<file path="src/rtl/jse_pkg.sv">
package jse_pkg;

    localparam int MAX_DIM      = 8;
    localparam int DATA_WIDTH   = 32;
    localparam int SWEEP_LIMIT  = 100;
    localparam int IDX_W        = 3;
    localparam int ADDR_W       = 2 * IDX_W;
    localparam int CORDIC_STEPS = 24;
    localparam int STEP_W       = 5;
    localparam int CX_W         = 37;
    localparam int CZ_W         = 34;
    localparam int ACC_W        = 38;
    localparam int CS_W         = 18;

    localparam logic signed [CZ_W-1:0] ANG_PI   = 34'sd843314857;
    localparam logic signed [CX_W-1:0] KINV_Q30 = 37'sd652032874;
    localparam logic signed [CS_W-1:0] ONE_Q16  = 18'sd65536;

    localparam logic [2:0] REQ_WR_MAT = 3'd0;
    localparam logic [2:0] REQ_WR_VEC = 3'd1;
    localparam logic [2:0] REQ_RUN    = 3'd2;
    localparam logic [2:0] REQ_RD_MAT = 3'd3;
    localparam logic [2:0] REQ_RD_VEC = 3'd4;

    localparam logic [1:0] CFG_DIM    = 2'd0;
    localparam logic [1:0] CFG_SWEEPS = 2'd1;
    localparam logic [1:0] CFG_TOL    = 2'd2;
    localparam logic [1:0] CFG_UPD    = 2'd3;

    typedef enum logic [5:0] {
        ST_IDLE, ST_READ, ST_SWEEP, ST_PAIR, ST_RD_KL, ST_CHK_KL, ST_GET_KK,
        ST_GET_LL, ST_ATAN, ST_SINCOS, ST_MUL_CC, ST_MUL_SS, ST_MUL_CS, ST_GET_CS,
        ST_KK1, ST_KK2, ST_KK3, ST_KK4, ST_LL2, ST_LL3, ST_LL4, ST_ZERO_KL,
        ST_ZERO_LK, ST_ROW, ST_E1, ST_E2, ST_E3, ST_E4, ST_E5, ST_E6, ST_E7,
        ST_E8, ST_E9, ST_E10, ST_END_SWEEP, ST_FINISH
    } t_state;

    typedef enum logic [1:0] {
        MAC_LOAD,
        MAC_ADD,
        MAC_SUB
    } t_mac_op;

    typedef struct packed {
        logic                    en;
        t_mac_op                 op;
        logic                    sh15;
        logic signed [31:0]      a;
        logic signed [CS_W-1:0]  b;
    } t_mac_req;

    typedef struct packed {
        logic                    start;
        logic                    vec;
        logic signed [CX_W-1:0]  x;
        logic signed [CX_W-1:0]  y;
        logic signed [CZ_W-1:0]  z;
    } t_cordic_req;

    function automatic logic signed [CZ_W-1:0] atan_step(input logic [STEP_W-1:0] i);
        logic signed [CZ_W-1:0] v;
        case (i)
            5'd0: v = 34'sd210828714;
            5'd1: v = 34'sd124459459;
            5'd2: v = 34'sd65760959;
            5'd3: v = 34'sd33381289;
            5'd4: v = 34'sd16755422;
            5'd5: v = 34'sd8385879;
            5'd6: v = 34'sd4193963;
            5'd7: v = 34'sd2097109;
            5'd8: v = 34'sd1048571;
            5'd9: v = 34'sd524287;
            default: v = CZ_W'(1) <<< (28 - int'(i));
        endcase
        return v;
    endfunction

    function automatic logic signed [31:0] sat_val(input logic signed [ACC_W-1:0] v);
        logic signed [31:0] r;
        if (v > 38'sd2147483647) begin
            r = 32'sh7fffffff;
        end else if (v < -38'sd2147483648) begin
            r = 32'sh80000000;
        end else begin
            r = v[31:0];
        end
        return r;
    endfunction

    function automatic logic signed [CS_W-1:0] clamp_one(input logic signed [ACC_W-1:0] v);
        logic signed [CS_W-1:0] r;
        if (v > 38'sd65536) begin
            r = ONE_Q16;
        end else if (v < -38'sd65536) begin
            r = -ONE_Q16;
        end else begin
            r = v[CS_W-1:0];
        end
        return r;
    endfunction

endpackage

</file>
<file path="src/rtl/jse_mac.sv">
module jse_mac (
    input  logic                                i_clk,
    input  jse_pkg::t_mac_req                   i_req,
    output logic signed [jse_pkg::ACC_W-1:0]    o_acc
);
    import jse_pkg::*;

    logic [31:0]             ma;
    logic [CS_W-1:0]         mb;
    logic [49:0]             prod;
    logic [50:0]             rsum;
    logic [35:0]             mag;
    logic                    neg;
    logic signed [ACC_W-1:0] term;
    logic signed [ACC_W-1:0] r_acc;

    always_comb begin
        ma   = i_req.a[31] ? (~i_req.a + 32'd1) : i_req.a;
        mb   = i_req.b[CS_W-1] ? (~i_req.b + 18'd1) : i_req.b;
        prod = 50'(ma) * 50'(mb);
        rsum = 51'(prod) + (i_req.sh15 ? (51'(1) << 14) : (51'(1) << 15));
        mag  = i_req.sh15 ? 36'(rsum >> 15) : 36'(rsum >> 16);
        neg  = i_req.a[31] ^ i_req.b[CS_W-1];
        term = neg ? -$signed({2'b00, mag}) : $signed({2'b00, mag});
    end

    always_ff @(posedge i_clk) begin
        if (i_req.en) begin
            case (i_req.op)
                MAC_LOAD: r_acc <= term;
                MAC_ADD:  r_acc <= r_acc + term;
                MAC_SUB:  r_acc <= r_acc - term;
                default:  r_acc <= r_acc;
            endcase
        end
    end

    assign o_acc = r_acc;

endmodule

</file>
<file path="config.mk">
export PLATFORM = sky130hd
export DESIGN_NAME = jse_mac
export DESIGN_NICKNAME = d
export VERILOG_FILES = /design/src/rtl/jse_pkg.sv /design/src/rtl/jse_mac.sv
export SDC_FILE = /design/constraint.sdc
export NUM_CORES = 2
export LEC_CHECK = 0
export ABC_AREA = 1
export BUFFER_PORTS_ARGS = -buffer_cell sky130_fd_sc_hd__buf_2
export CAP_MARGIN = 20
export CORE_MARGIN = 4
export CORE_UTILIZATION = 62
export DETAILED_ROUTE_END_ITERATION = 6
export PLACE_DENSITY = 0.76
export SLEW_MARGIN = 20
export SYNTH_ARGS = -nofsm -noshare
export SYNTH_HDL_FRONTEND = slang
export SYNTH_SLANG_ARGS = --single-unit
export TNS_END_PERCENT = 100
</file>
<file path="constraint.sdc">
create_clock -name i_clk -period 14.2 [get_ports i_clk]
set_input_delay 2.84 -clock i_clk [delete_from_list [all_inputs] [get_ports i_clk]]
set_output_delay 2.84 -clock i_clk [all_outputs]
set_load 0.03 [all_outputs]
</file>
==> results_dict.tcl <==
set metrics [dict create \
    synthTopCellsByArea "fa_1 36%, nand2_1 14%, inv_1 12%" \
    syn-num-nets 4616 \
    antenna_found_initial 2 \
    insertion_delay_ns 0.30 \
    dieArea_sq_um 46700 \
    fin_util_pct 71.0 \
    finalMaxSlewViolations 0 \
    crit_family "simple AND/OR/NAND/NOR gates" \
    outcome "finished, final reports clean" \
    hold_violations 0 \
    gr-total-overflow 0 \
    setup_viol_count_final 0 \
    worstPathRequired_ns 14.25 \
    drt-pass1-iter-count 6 \
    syn_avg_cell_area_sq_um 6.91 \
    post-route-period-util_pct 96.6 \
    drv_cap 0 \
    final_common_cell "nand2_1" \
    place_area_sq_um 29300 \
    num_rows 75 \
    area_growth_pct 12.3 \
    highest_layer "met5" \
    synth_seq_cells 38 \
    track_usage_pct 36.0 \
    rsz0062_at_grt "true" \
    final_area_sq_um 30100 \
    synth_edf_count 38 \
    synthCells 3884 \
    core-area_sq_um 42400 \
    ys.flop_type "edfxtp_1" \
    r2r_start "o_acc[2]" \
    wl_per_cell_um 17.7 \
    crit_type "in -> reg" \
    slowest_delay_ns 0.53 \
    fp.dieH_um 216 \
    yosysSeqAreaShare_pct 4.25 \
    clkTransAtPathRegs_ns 0.07 \
    n_antenna_cell 0 \
    viasPerCell 5.61 \
    gp_routability_congestion 1.07 \
    path_buf_inv 13 \
    dr_total_vias 26300 \
    reg2reg_slack_ns 10.70 \
    cpMostUsedCell "nand2_1" \
    worst_ep_arrival_time_ns 13.76 \
    met1_length_um 33300 \
    synth_cell_type_count 55 \
    r2r-end "o_acc[31]" \
    cts_inserted_buffers 5 \
    cts_tree "built" \
    fin_nets 4846 \
    netlist.top_cell.by_area "fa_1" \
    ant_nets 0 \
    dpl.hpwl_um 70400 \
    end_kind "flip-flop" \
    cts-root-buf "clkbuf_16" \
    clock-sinks 38 \
    crit_end "o_acc[37]" \
    start_kind "primary input" \
    largest_reg_flops 38 \
    start_util_pct 63.3 \
    crit_path_top_delay_cell "fa_1" \
    synth-async-reset-ratio_pct 0 \
    htreeDepth 2 \
    crit_cells 63 \
    layout_min_cycle_time_ns 13.71 \
    placedCellCount 4666 \
    final_cell_mix "957 x nand2_1, 882 x inv_1, 482 x fa_1" \
    fin_skew_ns 0.00624 \
    cp_max_fo 9 \
    cts.path.max_buffers 2 \
    yosys.area.top_type_share_pct 36.0 \
    tightest_slew_ns 0.815 \
    wl_met2_um 35700 \
    grt_max_degree 52 \
    first_iter_violations 3014 \
    fin_cells 4692 \
    reg2regPathDepth 21 \
    grt_pass1_vias 26000 \
    io_pins 93 \
    timing.fmax_mhz 72.9 \
    post-route-drc-count 0 \
    syn-cell-area_sq_um 26800 \
    portBuffers 92 \
    ys_warn_count 0 \
    slew_headroom_pct 45.6 \
    wl_um 83100 \
    fin_ws_ns 0.488 \
    startpoint "i_req[18]" \
    dp_slack_ns -0.290 \
    holdCritPathClass "reg -> reg" \
    fp.dieW_um 216 \
    wl_met3_um 9780 \
    drive_gt1_share_pct 13.7 \
    grt_pass1_wl_um 134000 \
]
-- worst min-delay path by stage --
| stage | start | endpoint | cells past startpoint |
|---|---|---|---|
| after floorplan | o_acc[1] | o_acc[1] | 3 |
| after global placement | o_acc[0] | o_acc[0] | 3 |
| after detailed placement | o_acc[0] | o_acc[0] | 3 |
| after CTS | o_acc[0] | o_acc[0] | 3 |
| after global routing | o_acc[0] | o_acc[0] | 3 |
| final | o_acc[0] | o_acc[0] | 3 |
-- routing by layer --
metal / global-route usage, % / up-vias
li1: - / 12100
met1: 51.1 / 12500
met2: 54.7 / 1462
met3: 7.20 / 289
met4: 14.2 / 4
met5: 0 / -
-- what timing repair did --
action,in CTS,in global routing
pin swaps,0,19
setup endpoints to repair,1,16
setup buffers,0,17
hold buffers,0,0
resized for setup,1,159
-- cell type report --
class | count | area (sq um)
Sequential cell | 38 | 1140
Multi-Input combinational cell | 2833 | 22400
Tap cell | 577 | 722
Fill cell | 3751 | 12300
Clock buffer | 5 | 125
Inverter | 911 | 3440
Clock inverter | 3 | 63.8
Timing Repair Buffer | 325 | 2260
-- synthesized netlist by cell type, types with 12 or more instances --
master,number
nand2_2,34
nand2_1,970
nor2_1,434
a31oi_1,13
nand4_1,28
xor2_1,40
ha_1,194
clkinv_1,12
a21oi_1,125
or2_2,26
nand3_1,186
inv_2,12
nor3_1,27
clkbuf_1,86
inv_1,886
fa_1,483
xnor2_1,22
nand3b_1,16
o21ai_1,15
edfxtp_1,38
nor2_2,13
o21ai_0,122
-- per-stage QoR --
| step | hold WS (ns) | TNS (ns) |
|---|---|---|
| after floorplan | 0.960 | 0 |
| after global placement | 0.792 | -0.678 |
| after detailed placement | 0.799 | -0.814 |
| after CTS | 0.809 | 0 |
| after global routing | 0.864 | -0.406 |
| final | 0.799 | 0 |
-- worst reg2reg max path, stage by stage, from the launching register on --
cell and delay (ns):
edfxtp_1 0.40, ha_1 0.38, nand2_1 0.10, nor2_1 0.04, a211oi_1 0.27, nor2_1 0.10, o21ai_0 0.16, nand2_1 0.06
buf_4 0.18, a31oi_1 0.24, o21a_1 0.16, inv_1 0.07, a21oi_1 0.14, inv_1 0.08, nand2_1 0.06, o211ai_1 0.14
nand2_1 0.10, o211ai_1 0.14, nand4_1 0.11, nand2_1 0.08, o21ai_0 0.13, o21ai_0 0.10
-- cells by family (layout without fill, tap and decap cells) --
logic type	Yosys count	in the layout	share of synthesized area [%]
buffers and inverters	1013	1244	14.2
adders and majority gates	677	677	45.1
and+or+nand+nor	1767	1767	27.5
xor gates and xnor gates	65	65	2.27
DFF	38	38	4.25
AOI/OAI and AO/OA	324	324	6.69
Power is left out: the tool's default activity adds up to more than one toggle a clock period on the data nets, which glitch-free logic cannot reach.
