### config.mk
export PLATFORM = sky130hd
export DESIGN_NAME = jse_cordic
export DESIGN_NICKNAME = d
export VERILOG_FILES = /design/src/rtl/jse_pkg.sv /design/src/rtl/jse_cordic.sv
export SDC_FILE = /design/constraint.sdc
export NUM_CORES = 1
export LEC_CHECK = 0
export BUFFER_PORTS_ARGS = -buffer_cell sky130_fd_sc_hd__clkbuf_2
export CAP_MARGIN = 30
export CORE_MARGIN = 2
export CORE_UTILIZATION = 36
export DETAILED_ROUTE_END_ITERATION = 10
export SYNTH_ARGS = -nofsm -noshare
export SYNTH_HDL_FRONTEND = slang
export SYNTH_SLANG_ARGS = --single-unit
### constraint.sdc
create_clock -name i_clk -period 6.4 [get_ports i_clk]
set_input_delay 0.64 -clock i_clk [delete_from_list [all_inputs] [get_ports i_clk]]
set_output_delay 0.64 -clock i_clk [all_outputs]
set_load 0.05 [all_outputs]
### src/rtl/jse_pkg.sv
package jse_pkg;

    localparam int MAX_DIM      = 8;
    localparam int DATA_WIDTH   = 32;
    localparam int SWEEP_LIMIT  = 100;
    localparam int IDX_W        = 3;
    localparam int ADDR_W       = 2 * IDX_W;
    localparam int CORDIC_STEPS = 24;
    localparam int STEP_W       = 5;
    localparam int CX_W         = 37;
    localparam int CZ_W         = 34;
    localparam int ACC_W        = 38;
    localparam int CS_W         = 18;

    localparam logic signed [CZ_W-1:0] ANG_PI   = 34'sd843314857;
    localparam logic signed [CX_W-1:0] KINV_Q30 = 37'sd652032874;
    localparam logic signed [CS_W-1:0] ONE_Q16  = 18'sd65536;

    localparam logic [2:0] REQ_WR_MAT = 3'd0;
    localparam logic [2:0] REQ_WR_VEC = 3'd1;
    localparam logic [2:0] REQ_RUN    = 3'd2;
    localparam logic [2:0] REQ_RD_MAT = 3'd3;
    localparam logic [2:0] REQ_RD_VEC = 3'd4;

    localparam logic [1:0] CFG_DIM    = 2'd0;
    localparam logic [1:0] CFG_SWEEPS = 2'd1;
    localparam logic [1:0] CFG_TOL    = 2'd2;
    localparam logic [1:0] CFG_UPD    = 2'd3;

    typedef enum logic [5:0] {
        ST_IDLE, ST_READ, ST_SWEEP, ST_PAIR, ST_RD_KL, ST_CHK_KL, ST_GET_KK,
        ST_GET_LL, ST_ATAN, ST_SINCOS, ST_MUL_CC, ST_MUL_SS, ST_MUL_CS, ST_GET_CS,
        ST_KK1, ST_KK2, ST_KK3, ST_KK4, ST_LL2, ST_LL3, ST_LL4, ST_ZERO_KL,
        ST_ZERO_LK, ST_ROW, ST_E1, ST_E2, ST_E3, ST_E4, ST_E5, ST_E6, ST_E7,
        ST_E8, ST_E9, ST_E10, ST_END_SWEEP, ST_FINISH
    } t_state;

    typedef enum logic [1:0] {
        MAC_LOAD,
        MAC_ADD,
        MAC_SUB
    } t_mac_op;

    typedef struct packed {
        logic                    en;
        t_mac_op                 op;
        logic                    sh15;
        logic signed [31:0]      a;
        logic signed [CS_W-1:0]  b;
    } t_mac_req;

    typedef struct packed {
        logic                    start;
        logic                    vec;
        logic signed [CX_W-1:0]  x;
        logic signed [CX_W-1:0]  y;
        logic signed [CZ_W-1:0]  z;
    } t_cordic_req;

    function automatic logic signed [CZ_W-1:0] atan_step(input logic [STEP_W-1:0] i);
        logic signed [CZ_W-1:0] v;
        case (i)
            5'd0: v = 34'sd210828714;
            5'd1: v = 34'sd124459459;
            5'd2: v = 34'sd65760959;
            5'd3: v = 34'sd33381289;
            5'd4: v = 34'sd16755422;
            5'd5: v = 34'sd8385879;
            5'd6: v = 34'sd4193963;
            5'd7: v = 34'sd2097109;
            5'd8: v = 34'sd1048571;
            5'd9: v = 34'sd524287;
            default: v = CZ_W'(1) <<< (28 - int'(i));
        endcase
        return v;
    endfunction

    function automatic logic signed [31:0] sat_val(input logic signed [ACC_W-1:0] v);
        logic signed [31:0] r;
        if (v > 38'sd2147483647) begin
            r = 32'sh7fffffff;
        end else if (v < -38'sd2147483648) begin
            r = 32'sh80000000;
        end else begin
            r = v[31:0];
        end
        return r;
    endfunction

    function automatic logic signed [CS_W-1:0] clamp_one(input logic signed [ACC_W-1:0] v);
        logic signed [CS_W-1:0] r;
        if (v > 38'sd65536) begin
            r = ONE_Q16;
        end else if (v < -38'sd65536) begin
            r = -ONE_Q16;
        end else begin
            r = v[CS_W-1:0];
        end
        return r;
    endfunction

endpackage

### src/rtl/jse_cordic.sv
module jse_cordic (
    input  logic                                i_clk,
    input  logic                                i_rst_n,
    input  jse_pkg::t_cordic_req                i_req,
    output logic                                o_done,
    output logic signed [jse_pkg::CX_W-1:0]     o_x,
    output logic signed [jse_pkg::CX_W-1:0]     o_y,
    output logic signed [jse_pkg::CZ_W-1:0]     o_z
);
    import jse_pkg::*;

    logic                    r_busy, n_busy;
    logic                    r_done, n_done;
    logic [STEP_W-1:0]       r_step, n_step;
    logic                    r_vec, n_vec;
    logic signed [CX_W-1:0]  r_x, n_x, r_y, n_y, dx, dy;
    logic signed [CZ_W-1:0]  r_z, n_z, ang;
    logic                    plus;

    always_comb begin
        dx   = r_y >>> r_step;
        dy   = r_x >>> r_step;
        ang  = atan_step(r_step);
        plus = r_vec ? (r_y > 0) : (r_z < 0);
        n_busy = r_busy;
        n_done = 1'b0;
        n_step = r_step;
        n_vec  = r_vec;
        n_x = r_x;
        n_y = r_y;
        n_z = r_z;
        if (i_req.start) begin
            n_busy = 1'b1;
            n_step = '0;
            n_vec  = i_req.vec;
            if (i_req.vec && i_req.x < 0) begin
                n_x = -i_req.x;
                n_y = -i_req.y;
                n_z = (i_req.y >= 0) ? ANG_PI : -ANG_PI;
            end else begin
                n_x = i_req.x;
                n_y = i_req.y;
                n_z = i_req.z;
            end
        end else if (r_busy) begin
            if (plus) begin
                n_x = r_x + dx;
                n_y = r_y - dy;
                n_z = r_z + ang;
            end else begin
                n_x = r_x - dx;
                n_y = r_y + dy;
                n_z = r_z - ang;
            end
            n_step = r_step + 5'd1;
            if (r_step == STEP_W'(CORDIC_STEPS - 1)) begin
                n_busy = 1'b0;
                n_done = 1'b1;
            end
        end
    end

    always_ff @(posedge i_clk) begin
        if (!i_rst_n) begin
            r_busy <= 1'b0;
            r_done <= 1'b0;
            r_step <= '0;
        end else begin
            r_busy <= n_busy;
            r_done <= n_done;
            r_step <= n_step;
        end
    end

    always_ff @(posedge i_clk) begin
        r_vec <= n_vec;
        r_x   <= n_x;
        r_y   <= n_y;
        r_z   <= n_z;
    end

    assign o_done = r_done;
    assign o_x    = r_x;
    assign o_y    = r_y;
    assign o_z    = r_z;

endmodule

==> results.md <==
* Cell count after synthesis at 2450
* Post-DR vias/cell at 5.96
* Crit path capture: o_y[33]
* Critical path endpoint category: register
* Initial DRC Count at 2038
* GR Layer Usage met2 at 0.479
* Number of detailed-route iterations in the first pass at 6
* Setup violators final at 0
* Critical setup path kind: reg2reg
* Antenna diodes at 0
* Total Wirelength at 87.3 mm
* Max Cap Viol at 0
* Setup TNS Final at 0 ns
* Crit path DAT at 6.52 ns
* Met3 Track Usage GR at 0.0488
* CTS Buffer Depth at 2
* Vias in the first global route at 21535
* HP Class: in2reg
* Maximum clock rate at 159 MHz
* Filler Cells Inserted at 5421
* Total gr overflow at 0
* Clock Skew at 0.0150 ns
* RSZ-0062 raised after global routing: true
* Number of synthesized flops with an enable pin at 109
* Commonest cells after routing, fill and taps aside: 412 x buf_4, 247 x nand2_1, 233 x a21oi_1, 219 x clkbuf_2, 203 x nor2_1
* Reg2reg setup slack at 0.11 ns
* Clock Tree Root: clkbuf_16
* Full die area at 58200 um^2
* Area Overhead vs Synth at 28.3%
* Mapped Area at 20300 um^2
* Post-CTS Hold Fix Bufs at 0
* R2r startpoint: r_step[3]
* Wire per inst at 23.3 um
* Hold Vio Cnt, Final at 0
* Sequential element share of the synthesized area at 0.168
* Final min period at 6.29 ns
* Die height at 241 um
* Global routing's busiest layer: met2
* Post-synth ARST share at 0
* Reg2Reg Depth at 23
* First-pass GRT wire length at 130 mm
* CTS clk-pin slew, worst paths at 0.07 ns
* Synth Register Bits at 116
* Worst hold slack at 0.444 ns
* Startpoint types: register
* Most common cell after layout, fill and taps aside: buf_4
* Final #Nets at 3212
* RePlAce Congestion at 1.02
* Status: complete, no violations
* CTS H-tree depth at 4
* Worst slew pin tran at 0.937 ns
* Residual DRC count at 0
* Reg2reg end: o_y[33]
* Vias post-DR at 22321
* # IOs at 221
* Initial antenna violation count at 2
* Largest net degree at the start of global routing at 78
* Netlist cell types at 105
* Initial core utilization at 0.366
* CP Max Fanout at 35
* Die Wd at 241 um
* Relative slew slack at 0.371
* FP Rows at 86
* Ys flop type: edfxtp_1
* Layout cell share with drive strength beyond 1 at 0.314
* Final slew viol count at 0
* Syn Nets at 2680
* PortBufs at 220
* Crit path launch: r_step[3]
* Dpl ws at -0.237 ns
* Tcrit/Tclk final at 0.983
* Hpwl dp at 69.3 mm
* Cts bufs inserted at 17
* Syn avg cell area at 8.27 um^2
* Antenna viol nets, final at 0
* CTS sink count at 116
* Worst skew pair latency at 0.51 ns
* Synth Warn # at 0
* CTS tree: built
* M1 GR Usage at 0.404
* Total GRT Usage at 0.297
* Worst setup slack after layout at 0.108 ns
* Core area at 55400 um^2
* Req. time, crit path at 6.63 ns
* Core Util, Final at 0.469
-- synth_stat cells, drive strengths merged, types with 7 or more instances --
library cell,n,share of area
nand2,250,0.046
a21oi,245,0.061
nor2,207,0.038
o21ai,195,0.048
xnor2,142,0.062
ha,115,0.071
xor2,113,0.049
edfxtp,109,0.16
mux4,99,0.11
mux2i,86,0.042
buf,76,0.025
clkbuf,65,0.012
inv,57,0.011
nand3,52,0.013
nor3,44,0.012
a21o,43,0.016
nand2b,40,0.013
mux2,39,0.022
nor4,33,0.012
a31oi,31,0.010
a211oi,29,0.011
nor2b,26,0.0080
o31ai,26,0.011
o22ai,23,0.0071
and2,22,0.0068
o211ai,19,0.0070
nand4,17,0.0056
or3,17,0.0052
or2,15,0.0048
o21a,14,0.0056
o21bai,14,0.0052
and3,12,0.0037
o41ai,12,0.0052
a2111oi,11,0.0057
or4,11,0.0044
a22oi,10,0.0037
a211o,8,0.0035
a21boi,8,0.0030
a311oi,7,0.0030
a41oi,7,0.0030
dfxtp,7,0.0069
nand3b,7,0.0028
-- how the worst min path moves through the flow --
stage                      endpoint  startpoint  depth (start not counted)  slack, ns
after floorplan              o_done      r_busy                          3       0.64
after global placement       r_busy      r_busy                          2       0.64
after detailed placement  r_step[0]      r_busy                          2       0.63
after CTS                    r_busy     i_rst_n                          2       0.41
after global routing         r_busy     i_rst_n                          2       0.44
final                        r_busy     i_rst_n                          2       0.44
-- flip-flops by register name (all words and copies together), names as in the netlist --
signal and cells:
o_y 37, r_step 5, o_done 1, o_z 34, r_vec 1, o_x 37, r_busy 1
-- per-layer routing --
metal,share of wire,routed length [um],up-vias
li1,-,-,10364
met1,0.43,37500,10850
met2,0.46,40200,961
met3,0.079,6870,142
met4,0.030,2630,4
met5,0.00023,20,-
-- critical path, stage by stage (launching register included) --
cell	delay, ns
dfxtp_2	0.43
buf_4	0.22
buf_12	0.23
buf_4	0.23
mux4_2	0.32
mux4_2	0.59
a21oi_2	0.24
buf_4	0.16
nand4_1	0.16
or4_4	0.66
o21ai_2	0.24
xor2_4	0.27
ha_4	0.26
and3_1	0.18
a221o_1	0.35
a21oi_2	0.18
o21a_1	0.17
o31ai_4	0.10
a41oi_2	0.21
buf_4	0.15
a21oi_1	0.10
a41o_1	0.25
nor3_1	0.15
o41ai_1	0.10
-- metrics by stage --
step                      cell area [um^2]  cells
after global placement               24900   3694
after detailed placement             24900   3696
final                                26000   3743
after global routing                 26000   3743
after floorplan                      20300   2450
after CTS                            25500   3729
-- final cells by class --
type | count | area [um^2] | share of cell area
Clock buffer | 20 | 437 | 0.0168
Clock inverter | 12 | 109 | 0.00419
Inverter | 57 | 216 | 0.00832
Multi-Input combinational cell | 2136 | 16200 | 0.625
Sequential cell | 116 | 3430 | 0.132
Tap cell | 748 | 936 | 0.0360
Timing Repair Buffer | 654 | 4630 | 0.178
-- cell families (layout without fill, tap and decap cells) --
group,Yosys count,after routing,share of synthesized area
mux,224,224,0.175
simple gates,777,777,0.187
xor+xnor,255,255,0.111
flops,116,116,0.168
fa+ha+maj,119,119,0.0745
compound gates,761,761,0.237
buf+inv,198,743,0.0477
-- timing repair --
item	CTS	global route
endpoints found under the setup margin	8	31
resized for setup	11	75
pin swaps	3	17
setup buffers	1	11
cloned	0	3
Power is not shown: default switching activity piles up to over one toggle a cycle in this logic, so the estimate is an artifact.
